`src/design/bbcd_pkg.sv`:
```
package bbcd_pkg;

   localparam int SAMPLE_BITS = 10;
   localparam int CFG_BITS = 7;
   localparam int CSR_ADDR_BITS = 4;
   localparam int CSR_DATA_BITS = 32;
   localparam int REG_SEL_BITS = 2;

   localparam logic [CFG_BITS-1:0] CALIBRATION_LENGTH_RESET = CFG_BITS'(120);
   localparam logic [CFG_BITS-1:0] TOGGLE_PERIOD_RESET = CFG_BITS'(20);
   localparam logic STAY_ON_RESET = 1'b1;

   localparam logic [REG_SEL_BITS-1:0] REG_CALIBRATION_LENGTH = 2'd0;
   localparam logic [REG_SEL_BITS-1:0] REG_TOGGLE_PERIOD = 2'd1;
   localparam logic [REG_SEL_BITS-1:0] REG_STAY_ON = 2'd2;

   typedef enum logic [1:0] {
      KIND_CHECK = 2'd0,
      KIND_START = 2'd1,
      KIND_RUN = 2'd2,
      KIND_STOP = 2'd3
   } kind_type;

   typedef enum logic [1:0] {
      STATUS_OK = 2'd0,
      STATUS_NOT_CALIBRATED = 2'd1,
      STATUS_NOT_RUNNING = 2'd2,
      STATUS_BUSY = 2'd3
   } status_type;

   typedef struct packed {
      kind_type kind;
      logic [SAMPLE_BITS-1:0] sample;
   } req_type;

   typedef struct packed {
      logic laser_drive;
      logic running;
      logic calibrated;
      logic calibrating;
      logic beam_cut;
      logic inconclusive;
      status_type status;
   } rsp_type;

   typedef struct packed {
      logic [CFG_BITS-1:0] calibration_length;
      logic [CFG_BITS-1:0] toggle_period;
      logic stay_on;
   } cfg_type;

endpackage

```
`src/design/beam_barrier_calibrate_detect.sv`:
```
// the response is registered; it waits in the skid entry while the output register is stalled
// throughput: one request per cycle while no skid entry is held; a toggle_period write stalls requests
//    while the sample count is reduced modulo the new period, one bit per cycle
// reset (synchronous, active high): laser off, not running, not calibrated, no
//    calibration extremes, registers at 120 / 20 / stay on, output and skid empty
module beam_barrier_calibrate_detect (
   input logic clock,
   input logic reset,
   input logic req_valid,
   output logic req_stall,
   input bbcd_pkg::req_type req_data,
   output logic rsp_valid,
   input logic rsp_stall,
   output bbcd_pkg::rsp_type rsp_data,
   input logic csr_psel,
   input logic csr_penable,
   input logic csr_pwrite,
   input logic [bbcd_pkg::CSR_ADDR_BITS-1:0] csr_paddr,
   input logic [bbcd_pkg::CSR_DATA_BITS-1:0] csr_pwdata,
   output logic [bbcd_pkg::CSR_DATA_BITS-1:0] csr_prdata,
   output logic csr_pready
);

   localparam int CB = bbcd_pkg::CFG_BITS;
   localparam int DB = bbcd_pkg::CSR_DATA_BITS;

   logic [CB-1:0] cal_length_ff;
   logic [CB-1:0] period_ff;
   logic stay_on_ff;
   bbcd_pkg::cfg_type cfg;

   logic csr_write;
   logic [bbcd_pkg::REG_SEL_BITS-1:0] reg_sel;
   logic period_load;

   logic accept;
   logic core_busy;
   bbcd_pkg::rsp_type core_result;

   logic rsp_valid_ff, rsp_valid_in;
   bbcd_pkg::rsp_type rsp_data_ff, rsp_data_in;
   logic skid_valid_ff, skid_valid_in;
   bbcd_pkg::rsp_type skid_data_ff, skid_data_in;
   logic out_free;

   // register file
   assign csr_pready = 1'b1;
   assign csr_write = csr_psel && csr_penable && csr_pwrite;
   assign reg_sel = csr_paddr[bbcd_pkg::CSR_ADDR_BITS-1:2];
   assign period_load = csr_write && reg_sel == bbcd_pkg::REG_TOGGLE_PERIOD;

   always_ff @(posedge clock) begin
      if (reset) begin
         cal_length_ff <= bbcd_pkg::CALIBRATION_LENGTH_RESET;
         period_ff <= bbcd_pkg::TOGGLE_PERIOD_RESET;
         stay_on_ff <= bbcd_pkg::STAY_ON_RESET;
      end else if (csr_write) begin
         case (reg_sel)
            bbcd_pkg::REG_CALIBRATION_LENGTH: cal_length_ff <= csr_pwdata[CB-1:0];
            bbcd_pkg::REG_TOGGLE_PERIOD: period_ff <= csr_pwdata[CB-1:0];
            bbcd_pkg::REG_STAY_ON: stay_on_ff <= csr_pwdata[0];
            default: ;
         endcase
      end
   end

   always_comb begin
      case (reg_sel)
         bbcd_pkg::REG_CALIBRATION_LENGTH: csr_prdata = DB'(cal_length_ff);
         bbcd_pkg::REG_TOGGLE_PERIOD: csr_prdata = DB'(period_ff);
         bbcd_pkg::REG_STAY_ON: csr_prdata = DB'(stay_on_ff);
         default: csr_prdata = '0;
      endcase
   end

   assign cfg.calibration_length = cal_length_ff;
   assign cfg.toggle_period = period_ff;
   assign cfg.stay_on = stay_on_ff;

   // request side
   assign req_stall = skid_valid_ff || core_busy || period_load;
   assign accept = req_valid && !req_stall;

   bbcd_core u_core (
      .clock(clock),
      .reset(reset),
      .accept(accept),
      .req(req_data),
      .cfg(cfg),
      .period_load(period_load),
      .busy(core_busy),
      .result(core_result)
   );

   // output register with skid entry
   assign out_free = !rsp_valid_ff || !rsp_stall;

   always_comb begin
      rsp_valid_in = rsp_valid_ff;
      rsp_data_in = rsp_data_ff;
      skid_valid_in = skid_valid_ff;
      skid_data_in = skid_data_ff;
      if (skid_valid_ff) begin
         if (out_free) begin
            rsp_valid_in = 1'b1;
            rsp_data_in = skid_data_ff;
            skid_valid_in = 1'b0;
         end
      end else if (accept) begin
         if (out_free) begin
            rsp_valid_in = 1'b1;
            rsp_data_in = core_result;
         end else begin
            skid_valid_in = 1'b1;
            skid_data_in = core_result;
         end
      end else if (out_free) begin
         rsp_valid_in = 1'b0;
      end
   end

   always_ff @(posedge clock) begin
      if (reset) begin
         rsp_valid_ff <= 1'b0;
         skid_valid_ff <= 1'b0;
      end else begin
         rsp_valid_ff <= rsp_valid_in;
         skid_valid_ff <= skid_valid_in;
      end
   end

   always_ff @(posedge clock) begin
      rsp_data_ff <= rsp_data_in;
      skid_data_ff <= skid_data_in;
   end

   assign rsp_valid = rsp_valid_ff;
   assign rsp_data = rsp_data_ff;

   a_skid_behind_output: assert property (@(posedge clock) disable iff (reset)
      skid_valid_ff |-> rsp_valid_ff)
      else $error("skid entry held with empty output register");

   a_skid_fill: assert property (@(posedge clock) disable iff (reset)
      (accept && rsp_valid_ff && rsp_stall) |=> (skid_valid_ff && rsp_valid_ff))
      else $error("request lost while response stalled");

   a_response_follows_request: assert property (@(posedge clock) disable iff (reset)
      accept |=> rsp_valid_ff)
      else $error("no response after accepted request");

endmodule

```
`src/design/bbcd_core.sv`:
```
module bbcd_core (
   input logic clock,
   input logic reset,
   input logic accept,
   input bbcd_pkg::req_type req,
   input bbcd_pkg::cfg_type cfg,
   input logic period_load,
   output logic busy,
   output bbcd_pkg::rsp_type result
);

   localparam int CB = bbcd_pkg::CFG_BITS;
   localparam int SB = bbcd_pkg::SAMPLE_BITS;
   localparam logic [$clog2(CB)-1:0] DIV_LAST = $clog2(CB)'(CB - 1);

   logic laser_on_ff, laser_on_in;
   logic running_ff, running_in;
   logic calibrated_ff, calibrated_in;
   logic in_cal_ff, in_cal_in;
   logic [CB-1:0] count_ff, count_in;
   logic [CB-1:0] phase_ff, phase_in;
   logic [SB-1:0] dark_min_ff, dark_min_in;
   logic dark_valid_ff, dark_valid_in;
   logic [SB-1:0] lit_max_ff, lit_max_in;
   logic lit_valid_ff, lit_valid_in;
   logic div_busy_ff, div_busy_in;
   logic [$clog2(CB)-1:0] div_step_ff, div_step_in;
   logic [CB-1:0] div_rem_ff, div_rem_in;

   logic [CB-1:0] count_inc;
   logic [CB:0] phase_inc;
   logic phase_wrap;
   logic [CB-1:0] phase_step;
   logic [CB:0] div_trial;
   logic [CB:0] div_diff;
   logic [CB-1:0] div_next;
   logic cut, inconc;
   bbcd_pkg::status_type status;

   assign count_inc = count_ff + CB'(1);
   assign phase_inc = {1'b0, phase_ff} + (CB+1)'(1);
   assign phase_wrap = (phase_inc == {1'b0, cfg.toggle_period});
   assign phase_step = phase_wrap ? '0 : phase_inc[CB-1:0];

   // one remainder bit per cycle after a toggle period write
   assign div_trial = {div_rem_ff, count_ff[div_step_ff]};
   assign div_diff = div_trial - {1'b0, cfg.toggle_period};
   assign div_next = (div_trial >= {1'b0, cfg.toggle_period}) ? div_diff[CB-1:0]
                                                               : div_trial[CB-1:0];

   always_comb begin
      laser_on_in = laser_on_ff;
      running_in = running_ff;
      calibrated_in = calibrated_ff;
      in_cal_in = in_cal_ff;
      count_in = count_ff;
      phase_in = phase_ff;
      dark_min_in = dark_min_ff;
      dark_valid_in = dark_valid_ff;
      lit_max_in = lit_max_ff;
      lit_valid_in = lit_valid_ff;
      div_busy_in = div_busy_ff;
      div_step_in = div_step_ff;
      div_rem_in = div_rem_ff;
      cut = 1'b0;
      inconc = 1'b0;
      status = bbcd_pkg::STATUS_OK;

      if (period_load) begin
         div_busy_in = 1'b1;
         div_step_in = DIV_LAST;
         div_rem_in = '0;
      end else if (div_busy_ff) begin
         div_rem_in = div_next;
         if (div_step_ff == '0) begin
            div_busy_in = 1'b0;
            phase_in = div_next;
         end else begin
            div_step_in = div_step_ff - $clog2(CB)'(1);
         end
      end

      if (accept) begin
         if (req.kind == bbcd_pkg::KIND_START) begin
            calibrated_in = 1'b0;
            in_cal_in = 1'b1;
            count_in = '0;
            phase_in = '0;
            laser_on_in = !laser_on_ff;
         end else if (in_cal_ff) begin
            if (req.kind == bbcd_pkg::KIND_CHECK) begin
               if (laser_on_ff) begin
                  if (!lit_valid_ff || lit_max_ff < req.sample) begin
                     lit_max_in = req.sample;
                     lit_valid_in = 1'b1;
                  end
               end else begin
                  if (!dark_valid_ff || dark_min_ff > req.sample) begin
                     dark_min_in = req.sample;
                     dark_valid_in = 1'b1;
                  end
               end
               count_in = count_inc;
               phase_in = phase_step;
               if (count_inc >= cfg.calibration_length) begin
                  in_cal_in = 1'b0;
                  calibrated_in = 1'b1;
                  running_in = cfg.stay_on;
                  laser_on_in = cfg.stay_on;
               end else if (cfg.toggle_period != '0 && phase_wrap) begin
                  laser_on_in = !laser_on_ff;
               end
            end else begin
               status = bbcd_pkg::STATUS_BUSY;
            end
         end else if (req.kind == bbcd_pkg::KIND_RUN) begin
            if (!calibrated_ff) begin
               status = bbcd_pkg::STATUS_NOT_CALIBRATED;
            end else begin
               laser_on_in = 1'b1;
               running_in = 1'b1;
            end
         end else if (req.kind == bbcd_pkg::KIND_STOP) begin
            if (running_ff) begin
               laser_on_in = 1'b0;
               running_in = 1'b0;
            end
         end else begin
            if (!running_ff) begin
               status = bbcd_pkg::STATUS_NOT_RUNNING;
            end else if (!calibrated_ff) begin
               status = bbcd_pkg::STATUS_NOT_CALIBRATED;
            end else if (!dark_valid_ff || req.sample > dark_min_ff) begin
               cut = 1'b1;
            end else if (lit_valid_ff && req.sample < lit_max_ff) begin
               cut = 1'b0;
            end else begin
               inconc = 1'b1;
            end
         end
      end
   end

   always_comb begin
      result.laser_drive = laser_on_in;
      result.running = running_in;
      result.calibrated = calibrated_in && !in_cal_in;
      result.calibrating = in_cal_in;
      result.beam_cut = cut;
      result.inconclusive = inconc;
      result.status = status;
   end

   assign busy = div_busy_ff;

   always_ff @(posedge clock) begin
      if (reset) begin
         laser_on_ff <= 1'b0;
         running_ff <= 1'b0;
         calibrated_ff <= 1'b0;
         in_cal_ff <= 1'b0;
         count_ff <= '0;
         phase_ff <= '0;
         dark_valid_ff <= 1'b0;
         lit_valid_ff <= 1'b0;
         div_busy_ff <= 1'b0;
         div_step_ff <= '0;
      end else begin
         laser_on_ff <= laser_on_in;
         running_ff <= running_in;
         calibrated_ff <= calibrated_in;
         in_cal_ff <= in_cal_in;
         count_ff <= count_in;
         phase_ff <= phase_in;
         dark_valid_ff <= dark_valid_in;
         lit_valid_ff <= lit_valid_in;
         div_busy_ff <= div_busy_in;
         div_step_ff <= div_step_in;
      end
   end

   always_ff @(posedge clock) begin
      dark_min_ff <= dark_min_in;
      lit_max_ff <= lit_max_in;
      div_rem_ff <= div_rem_in;
   end

   a_no_accept_while_busy: assert property (@(posedge clock) disable iff (reset)
      div_busy_ff |-> !accept)
      else $error("request accepted during remainder update");

   a_phase_in_range: assert property (@(posedge clock) disable iff (reset)
      (!div_busy_ff && cfg.toggle_period != '0) |-> (phase_ff < cfg.toggle_period))
      else $error("toggle phase out of range");

   a_start_clears: assert property (@(posedge clock) disable iff (reset)
      (accept && req.kind == bbcd_pkg::KIND_START) |=>
         (in_cal_ff && count_ff == '0 && phase_ff == '0 && !calibrated_ff))
      else $error("start did not open calibration");

   a_calibration_end: assert property (@(posedge clock) disable iff (reset)
      $rose(calibrated_ff) |-> $fell(in_cal_ff))
      else $error("calibrated set outside calibration end");

endmodule

```
`config.mk`:
```
export PLATFORM = sky130hd
export DESIGN_NAME = beam_barrier_calibrate_detect
export DESIGN_NICKNAME = d
export VERILOG_FILES = /design/src/design/bbcd_pkg.sv /design/src/design/beam_barrier_calibrate_detect.sv /design/src/design/bbcd_core.sv
export SDC_FILE = /design/constraint.sdc
export NUM_CORES = 1
export LEC_CHECK = 0
export BUFFER_PORTS_ARGS = -buffer_cell sky130_fd_sc_hd__buf_2
export CAP_MARGIN = 20
export CORE_MARGIN = 2
export CORE_UTILIZATION = 40
export CTS_CLUSTER_SIZE = 20
export DETAILED_ROUTE_END_ITERATION = 8
export HOLD_SLACK_MARGIN = 0.08
export PLACE_DENSITY = 0.58
export SYNTH_ARGS = -nofsm -noshare
export SYNTH_HDL_FRONTEND = slang
export SYNTH_SLANG_ARGS = --single-unit
```
`constraint.sdc`:
```
create_clock -name clock -period 3.8 [get_ports clock]
set_input_delay 0.19 -clock clock [delete_from_list [all_inputs] [get_ports clock]]
set_output_delay 0.19 -clock clock [all_outputs]
set_load 0.03 [all_outputs]
```
# Yosys cells after proc, flatten, opt, wreduce, memory -nomap -nowiden
# Cells that the tools add are included.
# word_totals
reg_bits	84
# classes
n_addsub	4
order_cmp	7
n_eq_ne	7
n_mux	82
n_bitwise	5
reduce_logical	40
# ops
op	n
7-bit two-way mux	12
1-bit two-way mux	55
8-bit two-way mux	4
7-bit one-hot mux with 3 select lines	1
10-bit > comparator	2
10-bit less-than comparator	2
2-bit two-way mux	6
2-bit AND reduction	6
6-bit AND reduction	2
3-bit two-way mux	3
7-bit by 1-bit adder with 8-bit output, second input constant	1
8-bit by 7-bit equality test with 1-bit output	1
8-bit by 7-bit greater-or-equal comparator with 1-bit output	1
2-bit nonzero test	4
7-bit by 1-bit adder with 7-bit output, second input constant	1
7-bit greater-or-equal comparator	1
1-bit logical AND	7
1-bit zero test	7
7-bit nonzero test	1
7-bit subtractor	1
2-bit equality test, second input constant	3
1-bit logical OR	6
3-bit AND reduction	2
1-bit inverter	5
other kinds (9)	11

# Longest topological paths before layout
# Gate-level depths: netlist of the first run.
# depth
word_depth	13
ltp_mapped	14
depth_no_buf	13

# Modules after synthesis
# A second synthesis of the first run with hierarchy kept.
# hier_totals
hier_cells	564
area_unflattened_um2	5272.6
# by_module_without_submodules
mod	n_inst	cells_per_inst	area_each_um2	seq_area_each_um2
bbcd_core	1	410	3584.7	1221.2
beam_barrier_calibrate_detect	1	154	1687.9	820.8

# Least setup slack after synthesis of the first run
# Ideal clock, no wire load.
# synth_timing
path_kind	reg2reg
startpoint	reg u_core.div_step_ff[0]
endpoint	reg u_core.phase_ff[0]
setup_ps	70
arrival_time_ps	3256
required_ps	3730
slack_ps	474
stages_incl_launch_ff	14
path_buffers	1
path_cell_list	dfxtp_1 -> clkbuf_1 -> mux4_2 -> o21ai_1 -> ha_1 -> inv_1 -> fa_1 -> a211oi_1 -> o21ai_0 -> a21oi_2 -> mux2_2 -> nand2_1 -> o211ai_1 -> a21oi_1
# synth_via
elab_chain_cells	11
word_cells_on_any_way	13
# synth_rtl
element	line	source
start: declaration	bbcd_core.sv:27	logic [$clog2(CB)-1:0] div_step_ff, div_step_in;
start signal: assignment	bbcd_core.sv:178	div_step_ff <= div_step_in;
1-bit binary-select mux with 3-bit select	bbcd_core.sv:46	assign div_trial = {div_rem_ff, count_ff[div_step_ff]};
1-bit two-way mux (not written as such)	bbcd_core.sv:46	
7-bit subtractor or 8-bit by 7-bit greater-or-equal comparator with 1-bit output (tied branches)	bbcd_core.sv:47, bbcd_core.sv:48	
7-bit two-way mux	bbcd_core.sv:48	assign div_next = (div_trial >= {1'b0, cfg.toggle_period}) ? div_diff[CB-1:0]
7-bit two-way mux (*)	bbcd_core.sv:75	if (div_step_ff == '0) begin
7-bit two-way mux (*)	bbcd_core.sv:73	end else if (div_busy_ff) begin
7-bit two-way mux (*)	bbcd_core.sv:69	if (period_load) begin
7-bit two-way mux	bbcd_core.sv:91	if (req.kind == bbcd_pkg::KIND_CHECK) begin
7-bit two-way mux	bbcd_core.sv:90	end else if (in_cal_ff) begin
7-bit two-way mux	bbcd_core.sv:84	if (req.kind == bbcd_pkg::KIND_START) begin
7-bit two-way mux (*)	bbcd_core.sv:83	if (accept) begin
end signal: assignment	bbcd_core.sv:174	phase_ff <= phase_in;
end: declaration	bbcd_core.sv:21	logic [CB-1:0] phase_ff, phase_in;
# Mark *: on every way between the ends. The rest lies on a longest branch, timed or not. The select of a mux whose other input is x is not followed.
# A chain may end at the register's enable or synchronous reset.

# Worst setup path in the final report of the first run
# Same ends and word-level chain as after synthesis.

==> metrics, run 1 <==
post-synthesis async set-or-reset flop share 0; ANT nets after route 0; Nets 696; Worst-path clk slew 0.07 ns; fin crit period 3.53 ns; Placer Congestion 0.846; non-filler cells, final 779; Slew HR 0.373; Synth area leader edfxtp_1; RSZ-0062 raised after global routing false; Core Region 12600 um^2; met3 GRT Util 0.0386; peak supply drop 298 uV; post-synth top area share 0.211; CP Capture Type flip-flop; status completed; effective utilization at floorplan 0.408; Post-synth EDFFs 36; top-count cell post-synth nor2_1; Vias 4018; Synth area leaders edfxtp_1, dfxtp_1, ha_1; reg2reg setup slack 0.27 ns; die span in y 117 um; P_leak 2.44 nW; Setup CP Type flip-flop to flip-flop; largest net degree at the start of global routing 42; Vias/cell 5.16; Crit path required time 4.07 ns; Least-Margin Pin Slew 0.937 ns; Hold Startpoint csr_pwdata[0]; Final Cycle Share 0.928; wirelength, routed 11500 um; Fmax 283 MHz; Post-Layout Inst Area 5840 um^2; final setup TNS 0 ns; syn_area_per_cell 9.28 um^2; GR Util All Layers 0.176; worst r2r path cells 13; setup ws final 0.272 ns; Clock Skew 0.00969 ns; TritonRoute pass-1 iters 4; WHS 0.117 ns; # IOs 98; DR iter-0 viols 252; Syn Inst Count 553; clk sink count 84; Bufs on Longest Clock Path 2; met2 GRT Util 0.286; vias in the first global route 3849; CTS root buf clkbuf_16; share of cells above drive strength 1 0.143; Unique masters post-synth 70; Die W 117 um; Area Growth Syn to Fin 13.7%; final slew viol count 0; maximum fanout along the worst path 10; sequential area share after synthesis 0.398; RR Endpoint u_core.phase_ff[0]; busiest grt layer met2; Synth Register Bits 84; PwrDens 410 nW/um^2; average wire per standard cell 14.7 um; Place WS 0.222 ns; TritonCTS Buffers 9; total power 2.39 mW; Residual DRC 0; Placed Cells 747; CP Launch Type flip-flop; yosys warns 0; final core occ 0.464; die area 13800 um^2; Synth Flop Type dfxtp_1; grt ovf 0; Hold WC Path Type input port to flip-flop; reg2reg start u_core.div_step_ff[0]; Port Buffers 44; GR Util met1 0.234; row count 41; initial antenna violation count 0; area of the mapped netlist 5130 um^2; # Max-Cap Violations 0; first-pass GRT wire length 18700 um; dpl cell area 5380 um^2; CTS H-Tree Depth 3; CTS tree done; n_diodes 0; DP Wirelength 8400 um; Synth top cells by count nor2_1, dfxtp_1, inv_1; Hold Fails Final Rpt 0; Hold Crit Endpoint period_ff[0]; Arrival @ worst endpoint 3.80 ns; clock latency on the worst-skew pair 0.36 ns; setup violators final 0; WHS Path Cells 3
## how the worst max path moves through the flow
stage,depth (start not counted),startpoint,slack [ns],end
floorplan,13,u_core.div_step_ff[0],0.47,u_core.phase_ff[0]
global placement,13,u_core.div_step_ff[0],0.29,u_core.phase_ff[1]
detailed placement,13,u_core.div_step_ff[0],0.22,u_core.phase_ff[0]
CTS,13,u_core.div_step_ff[0],0.19,u_core.phase_ff[0]
global route,13,u_core.div_step_ff[0],0.05,u_core.phase_ff[1]
finish,13,u_core.div_step_ff[0],0.27,u_core.phase_ff[0]
## power breakdown
group / switching, mW / total, mW / internal [mW]
combinational: 0.308 / 0.501 / 0.193
sequential: 0.0388 / 1.03 / 0.987
clock: 0.405 / 0.865 / 0.460
## layout by cell type, fill, tap and decap left out, drive strengths merged, types with 4 or more instances in the layout
master	netlist	final
nor2	55	55
mux2	8	8
a22oi	8	8
a31oi	4	4
inv	39	46
nand3	15	15
nor3b	4	4
dfxtp	48	48
ha	38	38
nand2	33	33
clkbuf	14	9
dlygate4sd3	0	16
o21a	4	4
xnor2	8	8
xor2	6	6
edfxtp	36	36
nor3	10	10
a21o	9	9
and2	5	5
nor2b	11	11
o21ai	29	29
a211o	7	7
buf	36	49
mux2i	16	16
and3	7	7
conb	2	26
a21oi	32	32
a211oi	10	10
nand4	6	6
o31ai	5	5
## cell type report
class / count / area (um^2)
flip-flops and latches: 84 / 2040
fillers: 1209 / 6730
clock inverters: 7 / 61.3
clock buffers: 9 / 225
multi-input cells: 403 / 2730
well taps: 172 / 215
repair buffers: 65 / 418
inverters: 39 / 146
## repair_timing
action / CTS / global route
setup buffers: 0 / 0
hold endpoints to repair: 28 / 0
hold buffers: 16 / 0
endpoints found under the setup margin: 0 / 2
gates resized for setup: 0 / 1
## layer usage
| metal | wire length, um | part of all wire |
|---|---|---|
| met1 | 5630 | 0.49 |
| met2 | 5340 | 0.47 |
| met3 | 353 | 0.031 |
| met4 | 140 | 0.012 |
| met5 | 0 | 0 |
## registers in the layout, summed over array words and instances (netlist names), 3 cells and up
register	count
u_core.phase_ff	7
u_core.lit_max_ff	10
u_core.count_ff	7
period_ff	7
u_core.dark_min_ff	10
u_core.div_step_ff	3
u_core.div_rem_ff	7
cal_length_ff	7
skid_data_ff	8
rsp_data	8
## critical path, stage by stage (launching register included)
cell and delay, ns:
dfxtp_1 0.47, mux4_2 0.54, o21ai_1 0.24, ha_1 0.22, inv_1 0.06, fa_1 0.46, a211oi_2 0.29, o21ai_0 0.18
a21oi_2 0.14, buf_4 0.19, mux2_2 0.36, nand2_1 0.07, o211ai_1 0.08, a21oi_1 0.13
## logic make-up (layout without fill, tap and decap cells)
family          after synthesis  in the layout  synth area share
xor+xnor                     14             14            0.0239
fa+ha+maj                    39             39            0.0965
flops                        84             84             0.398
compound gates              131            131             0.170
buf+inv                      90            120            0.0904
mux                          25             25            0.0531
other cells                   2             26           0.00146
simple gates                168            168             0.166
No activity file was read; power rests on OpenSTA's default activity.
==> run 2: changes to the inputs <==
- ABC_AREA: default -> 1
- PLACE_DENSITY: 0.58 -> 0.6
- clock period: 3.8 -> 3.2 ns (I/O delays scaled with it)
==> run 2 against run 1 <==
Compared with the run above: synthesized cell count up 15%; critical path depth up 2; die area down 1.2%; sequential share of layout area up 0.19 points; flip-flop and latch count unchanged; setup slack better by 0.090 ns; clock power up 23%; cell count up 12%; register-to-register slack better by 0.09 ns; maximum frequency up 24%; largest cell class unchanged; largest power group unchanged; highest routed layer unchanged.
==> metrics, run 2 <==
busiest grt layer met2; Arrival @ worst endpoint 2.94 ns (-0.86 ns); maximum fanout along the worst path 4 (-6); die area 13600 um^2 (-1.2%); Post-Synth Simple-Gate Area 0.217 (+0.0506); Hold Startpoint csr_pwdata[0]; Placer Congestion 0.827 (-2.2%); # IOs 98 (unchanged); Fmax 352 MHz (+24%); Post-Layout Inst Area 5810 um^2 (-0.49%); initial antenna violation count 0 (unchanged); Least-Margin Pin Slew 0.695 ns (-0.242 ns); Hold WC Path Type input port to flip-flop; largest family of logic cells by synthesized area simple AND/OR/NAND/NOR gates; reg2reg start u_core.count_ff[1]; peak supply drop 285 uV (-4.4%); Vias 4230 (+5.3%); Nets 786 (+13%); most common cell after layout, fill and taps aside nand2_1; status completed; Synth Area in Adders 0.0978 (+0.00126); Setup CP Type flip-flop to flip-flop; critical path capture point rsp_data[5]; Synth Flop Type dfxtp_1; non-filler cells, final 869 (+12%); clock latency on the worst-skew pair 0.35 ns (about the same); CTS tree done; sequential area share after synthesis 0.403 (+0.00521); Synth Register Bits 84 (unchanged); n_diodes 0 (unchanged); GR Util All Layers 0.180 (+0.00385); post-synth top area share 0.213 (+0.00276); TritonCTS Buffers 9 (unchanged); setup violators final 0 (unchanged); mux contribution to synthesized area 0 (-0.0531); dpl cell area 5350 um^2 (-0.56%); Slew HR 0.536 (+0.163); Post-synth EDFFs 36 (unchanged); Clock Skew 0.0118 ns (+0.00212 ns); Top Registers u_core.dark_min_ff x10, u_core.lit_max_ff x10; met3 GRT Util 0.0514 (+0.0128); # Max-Cap Violations 0 (unchanged); grt ovf 0 (unchanged); average wire per standard cell 13.0 um (-11%); die span in y 117 um (-0.63%); Die W 117 um (-0.63%); worst r2r path cells 15 (+2); Unique masters post-synth 41 (-41%); Area Growth Syn to Fin 14.6%; Worst-path clk slew 0.06 ns (about the same); final setup TNS 0 ns (unchanged); top-count cell post-synth nand2_1; Core Region 12500 um^2 (-0.41%); Bufs on Longest Clock Path 2 (unchanged); CP Capture Type flip-flop; reg2reg setup slack 0.36 ns (+0.09 ns); vias in the first global route 4016 (+4.3%); Crit path required time 3.30 ns (-0.77 ns); area of the mapped netlist 5070 um^2 (-1.3%); GR Util met1 0.227 (-0.00741); Syn Inst Count 634 (+15%); largest net degree at the start of global routing 23 (-45%); CTS root buf clkbuf_16; wirelength, routed 11300 um (-1.3%); most frequent cells in the layout nand2_1, inv_1, a21oi_1; DR iter-0 viols 261 (+3.6%); final slew viol count 0 (unchanged); share of cells above drive strength 1 0.136 (-0.00703); RR Endpoint rsp_data[5]; Final Cycle Share 0.887 (-0.0415); Vias/cell 4.87 (-5.6%); first-pass GRT wire length 18800 um (+0.74%); fill cell count 1245 (+3.0%); RSZ-0062 raised after global routing false; syn_area_per_cell 7.99 um^2 (-14%); CP Launch Type flip-flop; PwrDens 487 nW/um^2 (+19%); effective utilization at floorplan 0.405 (-0.00362); Placed Cells 838 (+12%); Residual DRC 0 (unchanged); row count 41 (unchanged); Port Buffers 44 (unchanged); P_leak 2.65 nW (+8.9%); post-synthesis async set-or-reset flop share 0 (unchanged); CTS H-Tree Depth 3 (unchanged); Crit. Startpoint u_core.count_ff[1]; Synth area leaders edfxtp_1, dfxtp_1, nand2_1; DP Wirelength 8690 um (+3.5%); ANT nets after route 0 (unchanged); TritonRoute pass-1 iters 4 (unchanged); Synth area leader edfxtp_1; yosys warns 0 (unchanged); met2 GRT Util 0.303 (+0.0169); xor-xnor portion of the synthesized cell area 0.0156 (-0.00833); clk sink count 84 (unchanged); Synth top cells by count nand2_1, inv_1, a21oi_1; fin crit period 2.84 ns (-0.690 ns); Hold Fails Final Rpt 0 (unchanged); post-synthesis compound-gate area fraction 0.140 (-0.0306)
run 2: logic make-up (layout without fill, tap and decap cells):
kind of cell               after synthesis  in the layout
AOI/OAI and AO/OA                      124            124
xor gates and xnor gates                 9              9
adders and majority gates               39             39
buffers and inverters                  138            177
DFF                                     84             84
other                                    2             26
and+or+nand+nor                        238            238
run 2: routing by layer:
layer	vias to the layer above	share of wire	wire (um)
met5	-	0	0
met1	1947	0.47	5300
li1	2182	-	-
met2	91	0.46	5230
met4	0	0.010	113
met3	10	0.060	675
run 2: worst max-delay path: stages (launching register included):
cell and delay (ns):
dfxtp_1 0.38, ha_1 0.20, nand3_1 0.13, nor3_1 0.20, xor2_1 0.28, ha_1 0.32, nand2_1 0.10, inv_1 0.04
nand4_1 0.08, o2111ai_1 0.23, nand2_1 0.17, nand2_1 0.09, a22oi_2 0.18, nor2_1 0.08, nand2_1 0.07, nand2_1 0.05
run 2: cell type report:
cell class                 instances  area [um^2]  area share
clock inverter                     5         58.8      0.0101
sequential                        84         2040       0.352
timing repair buffer              62          393      0.0677
multi-input combinational        436         2480       0.427
inverter                          99          374      0.0644
clock buffer                      11          243      0.0418
tap                              172          215      0.0371
run 2: power by group:
part | switching [mW] | total (mW) | internal, mW
Clock | 0.434 | 1.06 | 0.627
Sequential | 0.0333 | 1.21 | 1.17
Combinational | 0.372 | 0.559 | 0.188
run 2: worst min-delay path by stage:
stage | end | slack (ns) | depth (start not counted)
global placement | u_core.lit_max_ff[7] | 0.39 | 1
global route | period_ff[0] | 0.1 | 3
detailed placement | u_core.dark_min_ff[7] | 0.39 | 1
floorplan | skid_valid_ff | 0.24 | 1
CTS | period_ff[1] | 0.10 | 3
finish | cal_length_ff[0] | 0.11 | 3
run 2: stage by stage:
stage          hold slack (ns)  worst slack (ns)   util  power, mW
6_report                 0.107             0.362  0.464       2.83
5_1_grt                 0.0971            0.0200  0.464       2.98
4_1_cts                  0.104             0.263  0.464       2.85
3_5_place_dp             0.390             0.278  0.428       1.77
3_3_place_gp             0.389             0.321  0.428       1.76
2_1_floorplan            0.239             0.721      -       1.66
run 2: timing repair:
action / in CTS / in global routing
gates resized for setup: 0 / 1
hold buffers: 15 / 0
endpoints found under the setup margin: 0 / 6
endpoints found under the hold margin: 26 / 0
setup buffers: 0 / 0
==> run 3: changes to the inputs <==
- CORE_ASPECT_RATIO: default -> 0.7
- CTS_BUF_LIST: default -> sky130_fd_sc_hd__clkbuf_4
==> run 3 against run 2 <==
Compared with the run above: worst hold slack better by 0.016 ns; first-iteration DRC count is 6.9% higher; utilization is 0.37 points lower; flip-flop and latch count stayed put; combinational power is 2% higher; global-route usage is 0.44 points lower; sequential power hardly changed; clock skew is 0.011 ns higher; non-clock buffer count is 4 higher; via count is 0.64% higher; largest power group unchanged.
==> metrics, run 3 (synthesized netlist as in run 2, its figures left out) <==
Fmax 335 MHz (-4.9%); CP Launch Type flip-flop; effective utilization at floorplan 0.409 (+0.00450); final slew viol count 0 (unchanged); Vias/cell 4.93 (+1.3%); Area Growth Syn to Fin 12.4%; CTS tree done; non-filler cells, final 863 (-0.69%); Hold WC Path Type input port to flip-flop; first-pass GRT wire length 19300 um (+2.7%); Arrival @ worst endpoint 3.18 ns (+0.24 ns); share of cells above drive strength 1 0.137 (+0.000649); GR Util All Layers 0.176 (-0.00441); most frequent cells in the layout nand2_1, inv_1, a21oi_1; CP Capture Type flip-flop; RSZ-0062 raised after global routing false; WHS 0.122 ns (+0.0156 ns); cell family with most CP delay simple AND/OR/NAND/NOR gates; DR iter-0 viols 279 (+6.9%); Clock Skew 0.0228 ns (+0.0110 ns); maximum fanout along the worst path 4 (unchanged); Bufs on Longest Clock Path 2 (unchanged); crit-path max cell delay 0.43 ns (+0.05 ns); worst path cell trace ha_1, nand3_1, nor3_1, xor2_1, ha_1, nand2_1, inv_1, nand4_1, o2111ai_1, nand2_1, nand2_1, a22oi_2, nor2_1, nand2_1, nand2_1; TritonCTS Buffers 9 (unchanged); final setup TNS 0 ns (unchanged); Placed Cells 828 (-1.2%); n_diodes 0 (unchanged); largest net degree at the start of global routing 23 (unchanged); vias in the first global route 4155 (+3.5%); P_leak 2.62 nW (-1.3%); grt ovf 0 (unchanged); wirelength, routed 11600 um (+2.8%); initial antenna violation count 0 (unchanged); Nets 790 (+0.51%); Crit path required time 3.40 ns (+0.10 ns); peak supply drop 164 uV (-42%); reg2reg setup slack 0.22 ns (-0.15 ns); clk sink count 84 (unchanged); ANT nets after route 0 (unchanged); Core Region 12400 um^2 (-1.1%); average wire per standard cell 13.5 um (+3.5%); Vias 4257 (+0.64%); Top Registers u_core.dark_min_ff x10, u_core.lit_max_ff x10; CTS H-Tree Depth 3 (unchanged); setup violators final 0 (unchanged); row count 34 (-17%); Slew HR 0.487 (-0.0497); Final Cycle Share 0.932 (+0.0455); Placer Congestion 0.916 (+11%); Setup CP Type flip-flop to flip-flop; Residual DRC 0 (unchanged); Worst-path clk slew 0.13 ns (+0.07 ns); Die W 139 um (+19%); Least-Margin Pin Slew 0.770 ns (+0.0745 ns); fin crit period 2.98 ns (+0.146 ns); Port Buffers 44 (unchanged); DP Wirelength 9000 um (+3.6%); cell mode on critical path nand2_1; # IOs 98 (unchanged); TritonRoute pass-1 iters 5 (+1); final core occ 0.460 (-0.00374); PwrDens 436 nW/um^2 (-10%); clock latency on the worst-skew pair 0.45 ns (+0.10 ns); CTS root buf clkbuf_4; die span in y 98.2 um (-16%); Slowest-stage cell, CP dfxtp_1; Hold Fails Final Rpt 0 (unchanged); most common cell after layout, fill and taps aside nand2_1; Worst Path Buf+Inv 1 (unchanged); die area 13600 um^2 (+0.10%); # Max-Cap Violations 0 (unchanged); status completed
-- run 3: changes by cell type in the layout (fill, tap and decap cells not counted), sizes merged --
| cell | change |
|---|---|
| bufinv | +1 |
| inv | -1 |
| clkinvlp | -2 |
| dlygate4sd3 | +4 |
| clkbuf | +1 |
| clkinv | +1 |
-- run 3: report_power, final --
group	total (mW)	internal (mW)	leakage, nW	switching, mW
Combinational	0.569	0.192	1.80	0.377
Clock	0.710	0.344	0.0915	0.366
Sequential	1.21	1.17	0.724	0.0361
-- run 3: timing repair --
item / CTS / global route
hold buffers: 19 / 0
setup endpoints to repair: 0 / 4
endpoints found under the hold margin: 37 / 0
setup buffers: 0 / 0
gates resized for setup: 0 / 1
-- run 3: worst paths after layout --
kind                      start            endpoint  cells after the start
max reg2reg  u_core.count_ff[0]         rsp_data[5]                     15
min                csr_paddr[2]          stay_on_ff                      4
min reg2reg  u_core.count_ff[5]  u_core.count_ff[5]                      2
max          u_core.count_ff[0]         rsp_data[5]                     15
-- run 3: layer usage --
| metal | share of wire | global-route usage | vias to the layer above |
|---|---|---|---|
| met4 | 0.013 | 0.0479 | 0 |
| met5 | 0 | 0 | - |
| met3 | 0.061 | 0.0392 | 11 |
| met2 | 0.42 | 0.272 | 130 |
| met1 | 0.50 | 0.248 | 1943 |
| li1 | - | - | 2173 |
-- run 3: final cells by class --
| type | instances | area (um^2) |
|---|---|---|
| fillers | 1229 | 6680 |
| multi-input cells | 436 | 2480 |
| flip-flops and latches | 84 | 2040 |
| repair buffers | 66 | 433 |
| inverters | 99 | 374 |
| well taps | 162 | 203 |
| clock buffers | 12 | 90.1 |
| clock inverters | 4 | 73.8 |
-- run 3: worst register-to-register path: cells and delay by family, from the launching register on --
family          cells  cell delay (ns)
compound gates      2             0.45
fa+ha+maj           2             0.52
simple gates        9             1.04
flops               1             0.43
buf+inv             1             0.05
xor+xnor            1             0.27
-- run 3: per-stage QoR --
stage	setup WS [ns]	cell area, um^2	power, mW
after floorplan	0.721	5160	1.66
after global placement	0.340	5340	1.76
after detailed placement	0.262	5340	1.78
after CTS	0.235	5700	2.51
after global routing	0.00759	5700	2.62
final	0.216	5700	2.49
